File: config.mk
export PLATFORM = sky130hd
export DESIGN_NAME = utf8_stream_decoder_flat
export DESIGN_NICKNAME = d
export VERILOG_FILES = /design/src/design/u8d_pkg.sv /design/src/design/u8d_if.sv /design/src/design/utf8_stream_decoder.sv /design/src/design/u8d_step.sv /design/src/flat_wrapper.sv
export SDC_FILE = /design/constraint.sdc
export NUM_CORES = 1
export LEC_CHECK = 0
export BUFFER_PORTS_ARGS = -buffer_cell sky130_fd_sc_hd__buf_2
export CAP_MARGIN = 20
export CORE_MARGIN = 8
export CORE_UTILIZATION = 55
export DETAILED_ROUTE_END_ITERATION = 6
export GPL_ROUTABILITY_DRIVEN = 1
export HOLD_SLACK_MARGIN = 0.02
export PLACE_DENSITY_LB_ADDON = 0.2
export SLEW_MARGIN = 20
export SYNTH_ARGS = -nofsm -noshare
export SYNTH_HDL_FRONTEND = slang
export SYNTH_HIERARCHICAL = 1
export SYNTH_SLANG_ARGS = --single-unit
File: constraint.sdc
create_clock -name clk -period 7 [get_ports clk]
set_clock_uncertainty 0.2 [all_clocks]
set_input_delay 0.35 -clock clk [delete_from_list [all_inputs] [get_ports clk]]
set_output_delay 0.35 -clock clk [all_outputs]
set_load 0.01 [all_outputs]
File: src/design/u8d_pkg.sv
package u8d_pkg;

  localparam int unsigned CP_W   = 21;
  localparam int unsigned CONT_W = 6;

  typedef logic [1:0] status_t;
  localparam status_t ST_OK      = 2'd0;
  localparam status_t ST_INVALID = 2'd1;
  localparam status_t ST_TRUNC   = 2'd2;

  localparam logic [2:0] LEN_NONE = 3'd0;
  localparam logic [2:0] LEN_ONE  = 3'd1;
  localparam logic [2:0] LEN_TWO  = 3'd2;
  localparam logic [2:0] LEN_THREE = 3'd3;
  localparam logic [2:0] LEN_FOUR = 3'd4;

  typedef struct packed {
    logic [1:0]      bytes_left;
    logic [CP_W-1:0] partial_value;
    logic [2:0]      seq_total;
  } seq_state_t;

  typedef struct packed {
    logic [CP_W-1:0] code_point;
    logic [2:0]      seq_bytes;
    status_t         status;
    logic [7:0]      bad_byte;
    logic            final_result;
  } result_t;

endpackage

File: src/design/u8d_if.sv
interface u8d_in_if;
  logic       valid;
  logic       ready;
  logic [7:0] data_byte;
  logic       end_of_text;

  modport source (output valid, data_byte, end_of_text, input ready);
  modport sink (input valid, data_byte, end_of_text, output ready);
  modport monitor (input valid, ready, data_byte, end_of_text);
endinterface

interface u8d_out_if;
  logic        valid;
  logic        ready;
  logic [20:0] code_point;
  logic [2:0]  seq_bytes;
  logic [1:0]  status;
  logic [7:0]  bad_byte;
  logic        final_result;

  modport source (output valid, code_point, seq_bytes, status, bad_byte, final_result,
                  input ready);
  modport sink (input valid, code_point, seq_bytes, status, bad_byte, final_result,
                output ready);
  modport monitor (input valid, ready, code_point, seq_bytes, status, bad_byte,
                   final_result);
endinterface

File: src/design/utf8_stream_decoder.sv
// An accepted byte is registered in the input stage, then its result beat in the output register.
// Throughput: one byte per cycle unless the output stalls; a new byte is
// taken while a result waits, set by the state register updated once per byte.
// Reset (rst, synchronous): clears input and output valid and the sequence
// state, so the next byte is treated as a lead byte.
module utf8_stream_decoder (
  input logic       clk,
  input logic       rst,
  u8d_in_if.sink    in_ch,
  u8d_out_if.source out_ch
);
  import u8d_pkg::*;

  logic       in_valid;
  logic [7:0] in_byte;
  logic       in_fin;

  seq_state_t st;
  seq_state_t st_next;
  logic       res_valid;
  result_t    res;

  logic       out_valid;
  result_t    out_res;
  logic       advance;

  assign advance     = in_valid && (!out_valid || out_ch.ready);
  assign in_ch.ready = !in_valid || !out_valid || out_ch.ready;

  u8d_step step (
    .st          (st),
    .data_byte   (in_byte),
    .end_of_text (in_fin),
    .st_next     (st_next),
    .res_valid   (res_valid),
    .res         (res)
  );

  always_ff @(posedge clk) begin
    if (rst) begin
      in_valid <= 1'b0;
    end else if (in_ch.ready) begin
      in_valid <= in_ch.valid;
    end
  end

  always_ff @(posedge clk) begin
    if (in_ch.valid && in_ch.ready) begin
      in_byte <= in_ch.data_byte;
      in_fin  <= in_ch.end_of_text;
    end
  end

  always_ff @(posedge clk) begin
    if (rst) begin
      st <= '0;
    end else if (advance) begin
      st <= st_next;
    end
  end

  always_ff @(posedge clk) begin
    if (rst) begin
      out_valid <= 1'b0;
    end else if (advance) begin
      out_valid <= res_valid;
    end else if (out_ch.ready) begin
      out_valid <= 1'b0;
    end
  end

  always_ff @(posedge clk) begin
    if (advance && res_valid) begin
      out_res <= res;
    end
  end

  assign out_ch.valid        = out_valid;
  assign out_ch.code_point   = out_res.code_point;
  assign out_ch.seq_bytes    = out_res.seq_bytes;
  assign out_ch.status       = out_res.status;
  assign out_ch.bad_byte     = out_res.bad_byte;
  assign out_ch.final_result = out_res.final_result;

endmodule

File: src/design/u8d_step.sv
module u8d_step (
  input  u8d_pkg::seq_state_t st,
  input  logic [7:0]          data_byte,
  input  logic                end_of_text,
  output u8d_pkg::seq_state_t st_next,
  output logic                res_valid,
  output u8d_pkg::result_t    res
);
  import u8d_pkg::*;

  logic [CP_W-1:0] shifted;
  logic [1:0]      left_dec;
  logic [2:0]      lead_len;
  logic [CP_W-1:0] lead_bits;
  logic            lead_multi;

  assign shifted  = {st.partial_value[CP_W-CONT_W-1:0], data_byte[CONT_W-1:0]};
  assign left_dec = st.bytes_left - 2'd1;

  always_comb begin
    lead_len   = LEN_NONE;
    lead_bits  = '0;
    lead_multi = 1'b0;
    priority if (data_byte[7] == 1'b0) begin
      lead_len = LEN_ONE;
    end else if (data_byte[7:5] == 3'b110) begin
      lead_len   = LEN_TWO;
      lead_bits  = {16'd0, data_byte[4:0]};
      lead_multi = 1'b1;
    end else if (data_byte[7:4] == 4'b1110) begin
      lead_len   = LEN_THREE;
      lead_bits  = {17'd0, data_byte[3:0]};
      lead_multi = 1'b1;
    end else if (data_byte[7:3] == 5'b11110) begin
      lead_len   = LEN_FOUR;
      lead_bits  = {18'd0, data_byte[2:0]};
      lead_multi = 1'b1;
    end else begin
      lead_len = LEN_NONE;
    end
  end

  always_comb begin
    st_next   = st;
    res_valid = 1'b0;
    res       = '{code_point: '0, seq_bytes: LEN_NONE, status: ST_OK, bad_byte: '0,
                  final_result: end_of_text};
    if (st.bytes_left == 2'd0) begin
      if (lead_len == LEN_ONE) begin
        res_valid      = 1'b1;
        res.code_point = {13'd0, data_byte};
        res.seq_bytes  = LEN_ONE;
      end else if (!lead_multi) begin
        res_valid    = 1'b1;
        res.status   = ST_INVALID;
        res.bad_byte = data_byte;
      end else if (end_of_text) begin
        res_valid  = 1'b1;
        res.status = ST_TRUNC;
        st_next    = '0;
      end else begin
        st_next.partial_value = lead_bits;
        st_next.seq_total     = lead_len;
        st_next.bytes_left    = lead_len[1:0] - 2'd1;
      end
    end else begin
      if (left_dec == 2'd0) begin
        res_valid      = 1'b1;
        res.code_point = shifted;
        res.seq_bytes  = st.seq_total;
        st_next        = '0;
      end else if (end_of_text) begin
        res_valid  = 1'b1;
        res.status = ST_TRUNC;
        st_next    = '0;
      end else begin
        st_next.partial_value = shifted;
        st_next.bytes_left    = left_dec;
      end
    end
  end

endmodule

File: src/flat_wrapper.sv
// flat-port wrapper written by rule: the top's interface ports become plain ports
module utf8_stream_decoder_flat import u8d_pkg::*;
  (clk, rst, in_ch_valid, in_ch_data_byte, in_ch_end_of_text, in_ch_ready, out_ch_valid, out_ch_code_point, out_ch_seq_bytes, out_ch_status, out_ch_bad_byte, out_ch_final_result, out_ch_ready);
  u8d_in_if in_ch_i ();
  u8d_out_if out_ch_i ();
  input logic clk;
  input logic rst;
  input wire logic [$bits(in_ch_i.valid)-1:0] in_ch_valid;
  input wire logic [$bits(in_ch_i.data_byte)-1:0] in_ch_data_byte;
  input wire logic [$bits(in_ch_i.end_of_text)-1:0] in_ch_end_of_text;
  output wire logic [$bits(in_ch_i.ready)-1:0] in_ch_ready;
  output wire logic [$bits(out_ch_i.valid)-1:0] out_ch_valid;
  output wire logic [$bits(out_ch_i.code_point)-1:0] out_ch_code_point;
  output wire logic [$bits(out_ch_i.seq_bytes)-1:0] out_ch_seq_bytes;
  output wire logic [$bits(out_ch_i.status)-1:0] out_ch_status;
  output wire logic [$bits(out_ch_i.bad_byte)-1:0] out_ch_bad_byte;
  output wire logic [$bits(out_ch_i.final_result)-1:0] out_ch_final_result;
  input wire logic [$bits(out_ch_i.ready)-1:0] out_ch_ready;
  assign in_ch_i.valid = in_ch_valid;
  assign in_ch_i.data_byte = in_ch_data_byte;
  assign in_ch_i.end_of_text = in_ch_end_of_text;
  assign in_ch_ready = in_ch_i.ready;
  assign out_ch_valid = out_ch_i.valid;
  assign out_ch_code_point = out_ch_i.code_point;
  assign out_ch_seq_bytes = out_ch_i.seq_bytes;
  assign out_ch_status = out_ch_i.status;
  assign out_ch_bad_byte = out_ch_i.bad_byte;
  assign out_ch_final_result = out_ch_i.final_result;
  assign out_ch_i.ready = out_ch_ready;
  utf8_stream_decoder u_core (.clk(clk), .rst(rst), .in_ch(in_ch_i), .out_ch(out_ch_i));
endmodule
==> results of run 1 <==
[power by group]
part	switching [mW]	internal [mW]	leakage, nW
sequential	0.00807	0.432	0.600
combinational	0.0388	0.0313	0.680
clock	0.146	0.200	0.107
total	0.193	0.663	1.39
[layer usage]
metal  share of wire  track usage  wire length [um]
met1            0.42        0.178              2410
met2            0.51        0.230              2900
met3           0.057       0.0490               324
met4           0.016       0.0846                93
met5               0            0                 0
[cells in the final DEF (no fill, tap or decap), types with 2 or more instances in the layout]
cell	count
buf_2	49
edfxtp_1	44
nand2b_1	40
and2_1	31
dfxtp_1	22
mux2i_1	20
a22o_1	16
clkbuf_8	9
dlygate4sd3_1	9
inv_1	6
nand2_1	5
nor2_1	5
buf_4	3
nor3_1	3
a21o_1	3
ha_1	3
clkinv_4	2
bufinv_16	2
a21oi_1	2
nor2b_1	2
a221o_1	2
o31ai_1	2
[worst register-to-register path, stage by stage (launching register included)]
cell      delay, ns
edfxtp_1       0.53
nand2_1        0.18
nand3_1        0.11
ha_1           0.28
a21boi_1       0.19
o31ai_1        0.67
inv_1          0.13
nand2_1        0.11
nor2_2         0.03
buf_4          0.26
[area by class of cell]
| type | instances | area [um^2] |
|---|---|---|
| clock inverters | 7 | 93.8 |
| inverters | 6 | 22.5 |
| repair buffers | 61 | 358 |
| flip-flops and latches | 66 | 1760 |
| clock buffers | 9 | 124 |
| well taps | 72 | 90.1 |
| fillers | 410 | 1840 |
| multi-input cells | 157 | 1150 |
[per-stage QoR]
step | hold slack, ns | area, um^2 | cells | total power [mW]
floorplan | 0.249 | 3070 | 248 | 0.498
global placement | 0.273 | 3290 | 353 | 0.514
detailed placement | 0.283 | 3290 | 353 | 0.516
CTS | 0.0214 | 3600 | 378 | 0.865
global route | 0.0546 | 3600 | 378 | 0.894
finish | 0.0371 | 3600 | 378 | 0.855
[what timing repair did]
| item | 4_1_cts | 5_1_grt |
|---|---|---|
| setup buffers | 0 | 0 |
| endpoints found under the hold margin | 9 | 0 |
| hold buffers | 9 | 0 |
| resized for setup | 0 | 0 |
[state kept, by name, indices dropped and copies added (netlist names)]
signal,flops
u_core/out_ch.bad_byte,8
u_core/out_ch.valid,1
u_core/in_fin,1
u_core/out_ch.seq_bytes,3
u_core/out_ch.final_result,1
u_core/in_byte,8
u_core/out_ch.status,2
u_core/st,20
u_core/in_valid,1
u_core/out_ch.code_point,21
[final timing paths]
| path | from | endpoint |
|---|---|---|
| max | u_core/in_byte[5] | u_core/out_ch.bad_byte[7] |
| max reg2reg | u_core/in_byte[5] | u_core/out_ch.bad_byte[7] |
| min | in_ch_valid | u_core/in_valid |
| min reg2reg | u_core/st[14] | u_core/st[14] |
==> flow_summary_export.csv, run 1 <==
group,metric,value,unit
worst_setup_path,path_class,"reg -> reg",
timing,setup_slack,3.97,ns
final_layout,fin_nets,317,
worst_setup_path,cp_slowest_cell,"o31ai_1",
detailed_routing,dr.pass1.iters,4,
worst_setup_path,slowest_delay,0.67,ns
floorplanning,ioPinCount,50,
final_layout,final_util,0.661,
detailed_routing,viasPerCell,5.19,
power,cellLeakagePower,1.39,nW
detailed_routing,drc,0,
global_routing,grt_antenna_before_repair,0,
detailed_routing,drt_iter0_drc,119,
clocking,cts_tree,"built",
detailed_routing,wirelength,5.73,mm
floorplanning,start_util,0.564,
final_layout,drive_gt1_frac,0.239,
worst_setup_path,crit_path_start_kind,"register",
detailed_routing,vias,1963,
timing,slew_violations,0,
worst_setup_path,path_depth,9,
timing,slew_headroom,0.447,
worst_setup_path,cpLargestDelayFamily,"compound AO/OA/AOI/OAI gates",
detailed_routing,ant_nets,0,
floorplanning,die_w,90.7,um
timing,grt_setup_unrepaired,"no",
clocking,cts_root_buf,"clkbuf_8",
power,power_density,238,nW/um^2
timing,hold_viol,0,
place,portBuffers,49,
yosys,synth_fp_nets,264,
yosys,syn_area,3070,um^2
timing,finalSetupTns,0,ns
clocking,cts_buffer_depth,2,
hold_path,hp-class,"in -> reg",
worst_setup_path,cp.required,6.84,ns
worst_setup_path,timing.critical_path.buf_inv,2,
yosys,synth_cells,248,
worst_setup_path,ff2ff_setup_slack,3.97,ns
clocking,clk_pin_slew,0.07,ns
timing,tightest_slew,0.825,ns
worst_setup_path,worstPathCellList,"nand2_1 -> nand3_1 -> ha_1 -> a21boi_1 -> o31ai_1 -> inv_1 -> nand2_1 -> nor2_2 -> buf_4",
global_routing,grt_use_total,0.149,
hold_path,hold_depth,3,
clocking,htree_levels,3,
detailed_routing,wl_per_cell,15.2,um
place,pre_cts_slack,4.07,ns
global_routing,grt-ovfl-total,0,
global_routing,grt_max_degree,43,
timing,fin_crit,3.03,ns
outcome,status,"completed",
place,gp_congestion,0.854,
clocking,numCtsBuffers,9,
timing,setup-violations-final,0,
yosys,synth_warnings,6,
worst_setup_path,arrival,2.87,ns
job,max_cap_viol_count,0,
worst_setup_path,worst_setup_path_end_kind,"register",
worst_setup_path,worst-path-max-fanout,35,
timing,fin_crit_sh,0.432,
global_routing,grt_pass1_vias,1962,
timing,timing.fmax,330,MHz
floorplanning,die-area,8220,um^2
worst_setup_path,critPathMostFrequentCell,"nand2_1",
floorplanning,std_cell_rows,27,
place,hpwl,3.72,mm
floorplanning,die_h,90.7,um
global_routing,grt_pass1_wl,9.75,mm
clocking,clock_sinks,66,
final_layout,insertedDiodeCount,0,
power,vdd_ir_drop_max,0.212,mV
yosys,syn-mean-instance-area,12.4,um^2
clocking,clk_latency,0.33,ns
floorplanning,core-area,5440,um^2
worst_setup_path,ff2ff_path_depth,9,
final_layout,area_growth,17.3,%
No activity file was read; power rests on OpenSTA's default activity.
==> run 2: changes to the inputs <==
- CORE_UTILIZATION: 55 -> 51
- clock period: 7 -> 2.59 ns (I/O delays scaled with it)
==> flow_summary_export.csv, run 2 (same netlist as run 1, synthesis figures left out) <==
group,metric,value,unit
job,max_cap_viol_count,0,
final_layout,final_util,0.660,
timing,hold_viol,0,
detailed_routing,wl_per_cell,15.2,um
worst_setup_path,cpLargestDelayFamily,"compound AO/OA/AOI/OAI gates",
timing,fin_crit,2.44,ns
floorplanning,die_w,93.5,um
worst_setup_path,timing.critical_path.buf_inv,3,
worst_setup_path,cp.required,2.62,ns
power,p_total,2.35,mW
worst_setup_path,path_class,"reg -> reg",
hold_path,hold_depth,2,
power,cellLeakagePower,1.53,nW
worst_setup_path,cp_slowest_cell,"edfxtp_1",
clocking,cts_buffer_depth,2,
place,hpwl,4.12,mm
final_layout,largest_register_ffs,21,
clocking,cts_root_buf,"clkbuf_8",
timing,slew_headroom,0.652,
clocking,clk_pin_slew,0.07,ns
worst_setup_path,critPathMostFrequentCell,"buf_4",
clocking,numCtsBuffers,9,
final_layout,insertedDiodeCount,0,
power,netSwitchingFraction,0.224,
timing,setup-violations-final,0,
global_routing,grt_antenna_before_repair,0,
timing,setup_slack,0.153,ns
worst_setup_path,worst-path-max-fanout,8,
clocking,clk_latency,0.34,ns
hold_path,hp-class,"in -> reg",
power,vdd_ir_drop_max,0.314,mV
floorplanning,std_cell_rows,28,
detailed_routing,wirelength,6.22,mm
detailed_routing,drc,0,
timing,finalSetupTns,0,ns
power,net-switching-power,0.527,mW
worst_setup_path,ff2ff_path_depth,11,
hold_path,hold_start,"rst",
floorplanning,ioPinCount,50,
final_layout,drive_gt1_frac,0.299,
worst_setup_path,worst_setup_path_end_kind,"register",
global_routing,grt_use_total,0.150,
timing,slew_violations,0,
worst_setup_path,r2r_start,"u_core/in_byte[4]",
clocking,htree_levels,3,
detailed_routing,viasPerCell,5.15,
floorplanning,die_h,93.5,um
global_routing,grt_max_degree,43,
worst_setup_path,worstPathCellList,"buf_4 -> nand2_1 -> nand3_1 -> ha_2 -> a21boi_4 -> buf_4 -> o31a_1 -> buf_4 -> a221o_1 -> nand2b_1 -> mux2i_1",
power,p_seq_frac,0.503,
final_layout,fill_cells,424,
global_routing,grt_pass1_vias,2100,
final_layout,seq_area,1760,um^2
floorplanning,start_util,0.524,
timing,timing.fmax,410,MHz
place,gp_congestion,0.856,
detailed_routing,drt_iter0_drc,78,
final_layout,final_common_cell,"buf_2",
timing,grt_setup_unrepaired,"no",
outcome,status,"completed",
final_layout,fin_nets,345,
worst_setup_path,arrival,2.46,ns
timing,tightest_slew,0.523,ns
power,clkPwrFrac,0.392,
power,p_comb_frac,0.104,
final_layout,layout_common_cells,"49 x buf_2, 44 x edfxtp_1, 40 x nand2b_1",
power,internal_power,1.82,mW
floorplanning,die-area,8750,um^2
detailed_routing,dr.pass1.iters,4,
place,placed_area,3480,um^2
place,portBuffers,49,
detailed_routing,ant_nets,0,
power,power_density,608,nW/um^2
floorplanning,core-area,5850,um^2
clocking,cts_tree,"built",
clocking,clock_sinks,66,
worst_setup_path,ff2ff_setup_slack,0.15,ns
place,pre_cts_slack,-0.146,ns
timing,fin_crit_sh,0.941,
global_routing,grt-ovfl-total,0,
worst_setup_path,slowest_delay,0.40,ns
hold_path,holdPathEnd,"u_core/in_valid",
final_layout,area_growth,25.9,%
global_routing,grt_pass1_wl,10.2,mm
final_layout,multi_input_comb_area,1180,um^2
worst_setup_path,reg2reg_to,"u_core/st[25]",
final_layout,stdcell_area,3860,um^2
detailed_routing,vias,2105,
worst_setup_path,crit_path_start_kind,"register",
==> run 2: routing by layer <==
layer | wire length (um) | share of wire | GRT usage
met4 | 66 | 0.011 | 0.0872
met2 | 3070 | 0.49 | 0.249
met3 | 320 | 0.051 | 0.0321
met1 | 2760 | 0.44 | 0.176
met5 | 0 | 0 | 0
==> run 2: worst max path at each step <==
stage	depth (start not counted)	start	to	slack [ns]
2_1_floorplan	8	u_core/in_byte[4]	u_core/out_ch.bad_byte[0]	-0.03
3_3_place_gp	8	u_core/in_byte[4]	u_core/out_ch.code_point[8]	-0.02
4_1_cts	8	u_core/in_byte[4]	u_core/out_ch.code_point[2]	0.12
6_report	11	u_core/in_byte[4]	u_core/st[25]	0.15
5_1_grt	11	u_core/in_byte[4]	u_core/st[25]	0.009
3_5_place_dp	8	u_core/in_byte[4]	u_core/out_ch.final_result	-0.15
==> run 2: layout make-up <==
cell class / count / share of cell area
inverters: 6 / 0.00583
clock inverters: 6 / 0.0211
well taps: 75 / 0.0243
multi-input cells: 158 / 0.306
repair buffers: 88 / 0.154
clock buffers: 10 / 0.0330
flip-flops and latches: 66 / 0.456
==> run 2: power by group through the flow <==
stage	clock network [mW]	registers, mW	logic (mW)
after global routing	0.978	1.19	0.265
after CTS	0.943	1.18	0.237
after floorplan	0	1.22	0.128
after detailed placement	0	1.21	0.219
final	0.922	1.18	0.245
after global placement	0	1.21	0.216
==> run 2: timing repair <==
action                                  4_1_cts  5_1_grt
endpoints found under the setup margin       35       35
hold buffers                                 12        0
pin swaps                                     1        2
gates resized for setup                       1        0
cloned                                        1        0
hold endpoints to repair                     11        0
buffers inserted                              0        2
==> run 2: worst register-to-register path, stage by stage (launching register included) <==
cell and delay [ns]:
edfxtp_1 0.40, buf_4 0.15, nand2_1 0.08, nand3_1 0.09
ha_2 0.20, a21boi_4 0.14, buf_4 0.14, o31a_1 0.25
buf_4 0.18, a221o_1 0.35, nand2b_1 0.08, mux2i_1 0.06
==> run 2: stage by stage <==
stage	hold WS, ns	cells
after CTS	0.0364	407
after floorplan	0.0284	248
final	0.0443	409
after global routing	0.0774	409
after detailed placement	0.108	378
after global placement	0.107	378
==> run 3: changes to the inputs <==
- CORE_UTILIZATION: 51 -> 55
- GPL_TIMING_DRIVEN: unset -> 0
- SKIP_LAST_GASP: unset -> 1
- clock period: 2.59 -> 3.15 ns (I/O delays scaled with it)
==> flow_summary_export.csv, run 3 (same netlist as run 1, synthesis figures left out) <==
group,metric,value,unit
hold_path,hp-class,"in -> reg",
final_layout,final_common_cell,"buf_2",
floorplanning,start_util,0.564,
timing,fin_crit_sh,0.904,
power,netSwitchingFraction,0.230,
power,internal_power,1.41,mW
power,clkPwrFrac,0.365,
power,net-switching-power,0.422,mW
global_routing,grt_pass1_vias,2134,
global_routing,grt_max_degree,22,
place,portBuffers,48,
worst_setup_path,worst_setup_path_end_kind,"register",
place,hpwl,4.26,mm
timing,slew_headroom,0.526,
detailed_routing,wirelength,6.11,mm
final_layout,instances_no_fill,397,
global_routing,grt_pass1_wl,10.2,mm
timing,tightest_slew,0.705,ns
worst_setup_path,path_class,"reg -> reg",
final_layout,fin_nets,337,
power,p_comb_frac,0.103,
worst_setup_path,worst-path-max-fanout,21,
clocking,cts_root_buf,"clkbuf_8",
clocking,htree_levels,3,
worst_setup_path,crit_start,"u_core/in_byte[4]",
power,p_total,1.83,mW
timing,finalSetupTns,0,ns
clocking,clk_latency,0.33,ns
final_layout,multi_input_comb_area,1150,um^2
final_layout,drive_gt1_frac,0.249,
global_routing,grt_use_total,0.156,
power,p_seq_frac,0.532,
detailed_routing,wl_per_cell,15.4,um
final_layout,fill_cells,428,
worst_setup_path,crit_path_start_kind,"register",
clocking,cts_tree,"built",
timing,fin_crit,2.85,ns
detailed_routing,drt_iter0_drc,132,
job,max_cap_viol_count,0,
worst_setup_path,r2r_start,"u_core/in_byte[4]",
timing,timing.fmax,351,MHz
floorplanning,die-area,8220,um^2
clocking,clk_pin_slew,0.07,ns
detailed_routing,ant_nets,0,
clocking,cts_resized,0,
power,cellLeakagePower,1.46,nW
clocking,cts_buffer_depth,2,
final_layout,area_growth,22.5,%
final_layout,largest_register_ffs,21,
final_layout,final_util,0.691,
floorplanning,std_cell_rows,27,
clocking,numCtsBuffers,9,
power,power_density,488,nW/um^2
timing,grt_setup_unrepaired,"no",
final_layout,insertedDiodeCount,0,
detailed_routing,drc,0,
detailed_routing,vias,2067,
final_layout,seq_area,1760,um^2
floorplanning,ioPinCount,50,
worst_setup_path,arrival,2.73,ns
detailed_routing,viasPerCell,5.21,
place,gp_congestion,0.873,
timing,hold_viol,0,
global_routing,grt-ovfl-total,0,
place,dp_cells,369,
timing,setup-violations-final,0,
outcome,status,"completed",
clocking,clock_sinks,66,
detailed_routing,dr.pass1.iters,4,
power,vdd_ir_drop_max,0.378,mV
floorplanning,die_w,90.7,um
global_routing,grt_antenna_before_repair,0,
floorplanning,die_h,90.7,um
floorplanning,core-area,5440,um^2
worst_setup_path,cp.required,3.04,ns
timing,slew_violations,0,
hold_path,hold_start,"rst",
final_layout,layout_common_cells,"50 x buf_2, 44 x edfxtp_1, 40 x nand2b_1",
timing,timing.hold.ws,0.0921,ns
==> run 3: cell types whose count changed in the layout (fill, tap and decap cells not counted), sizes merged <==
cell,change
bufinv,-1
clkbuf,+8
nor2,-1
buf,-15
==> run 3: worst max-delay path, cell delays in order (launching register included) <==
cell and delay, ns:
edfxtp_1 0.51, nand2_1 0.18, nand3_1 0.09, ha_1 0.27, a21boi_1 0.19, o31ai_1 0.64
inv_1 0.12, nand2_1 0.14, nor2_4 0.07, buf_16 0.16
==> run 3: path summary, 6_finish.rpt <==
check | to | slack, ns | cells past startpoint
worst min-delay path | u_core/st[2] | 0.09 | 3
worst max register to register | u_core/out_ch.code_point[2] | 0.30 | 9
worst min register to register | u_core/st[12] | 0.29 | 2
worst max-delay path | u_core/out_ch.code_point[2] | 0.30 | 9
==> run 3: cell type report <==
type / instances / area share
clock buffer: 10 / 0.0340
buffer: 19 / 0.0366
timing repair buffer: 62 / 0.109
sequential: 66 / 0.469
clock inverter: 5 / 0.0150
inverter: 6 / 0.00600
multi-input combinational: 157 / 0.307
tap: 72 / 0.0240
==> run 3: routing by layer <==
metal / up-vias / part of all wire / track usage
met2: 60 / 0.50 / 0.256
met5: - / 0 / 0
met1: 961 / 0.41 / 0.174
met3: 12 / 0.072 / 0.0632
li1: 1034 / - / -
met4: 0 / 0.018 / 0.0707
==> run 3: per-stage QoR <==
step / setup slack, ns / instance area, um^2
detailed placement: 0.0814 / 3430
floorplan: 0.0720 / 3070
global route: 0.140 / 3760
CTS: 0.0633 / 3740
global placement: -0.546 / 3400
finish: 0.303 / 3760
==> run 3: repair_timing <==
item,4_1_cts,5_1_grt
buffers inserted,0,1
hold endpoints to repair,11,0
endpoints found under the setup margin,0,21
hold buffers,12,0
==> run 3: power by group through the flow <==
stage	sequential (mW)	combinational (mW)	clock, mW
detailed placement	0.995	0.174	0
floorplan	1.01	0.101	0
CTS	0.976	0.186	0.686
finish	0.976	0.189	0.670
global route	0.979	0.204	0.729
global placement	0.995	0.165	0
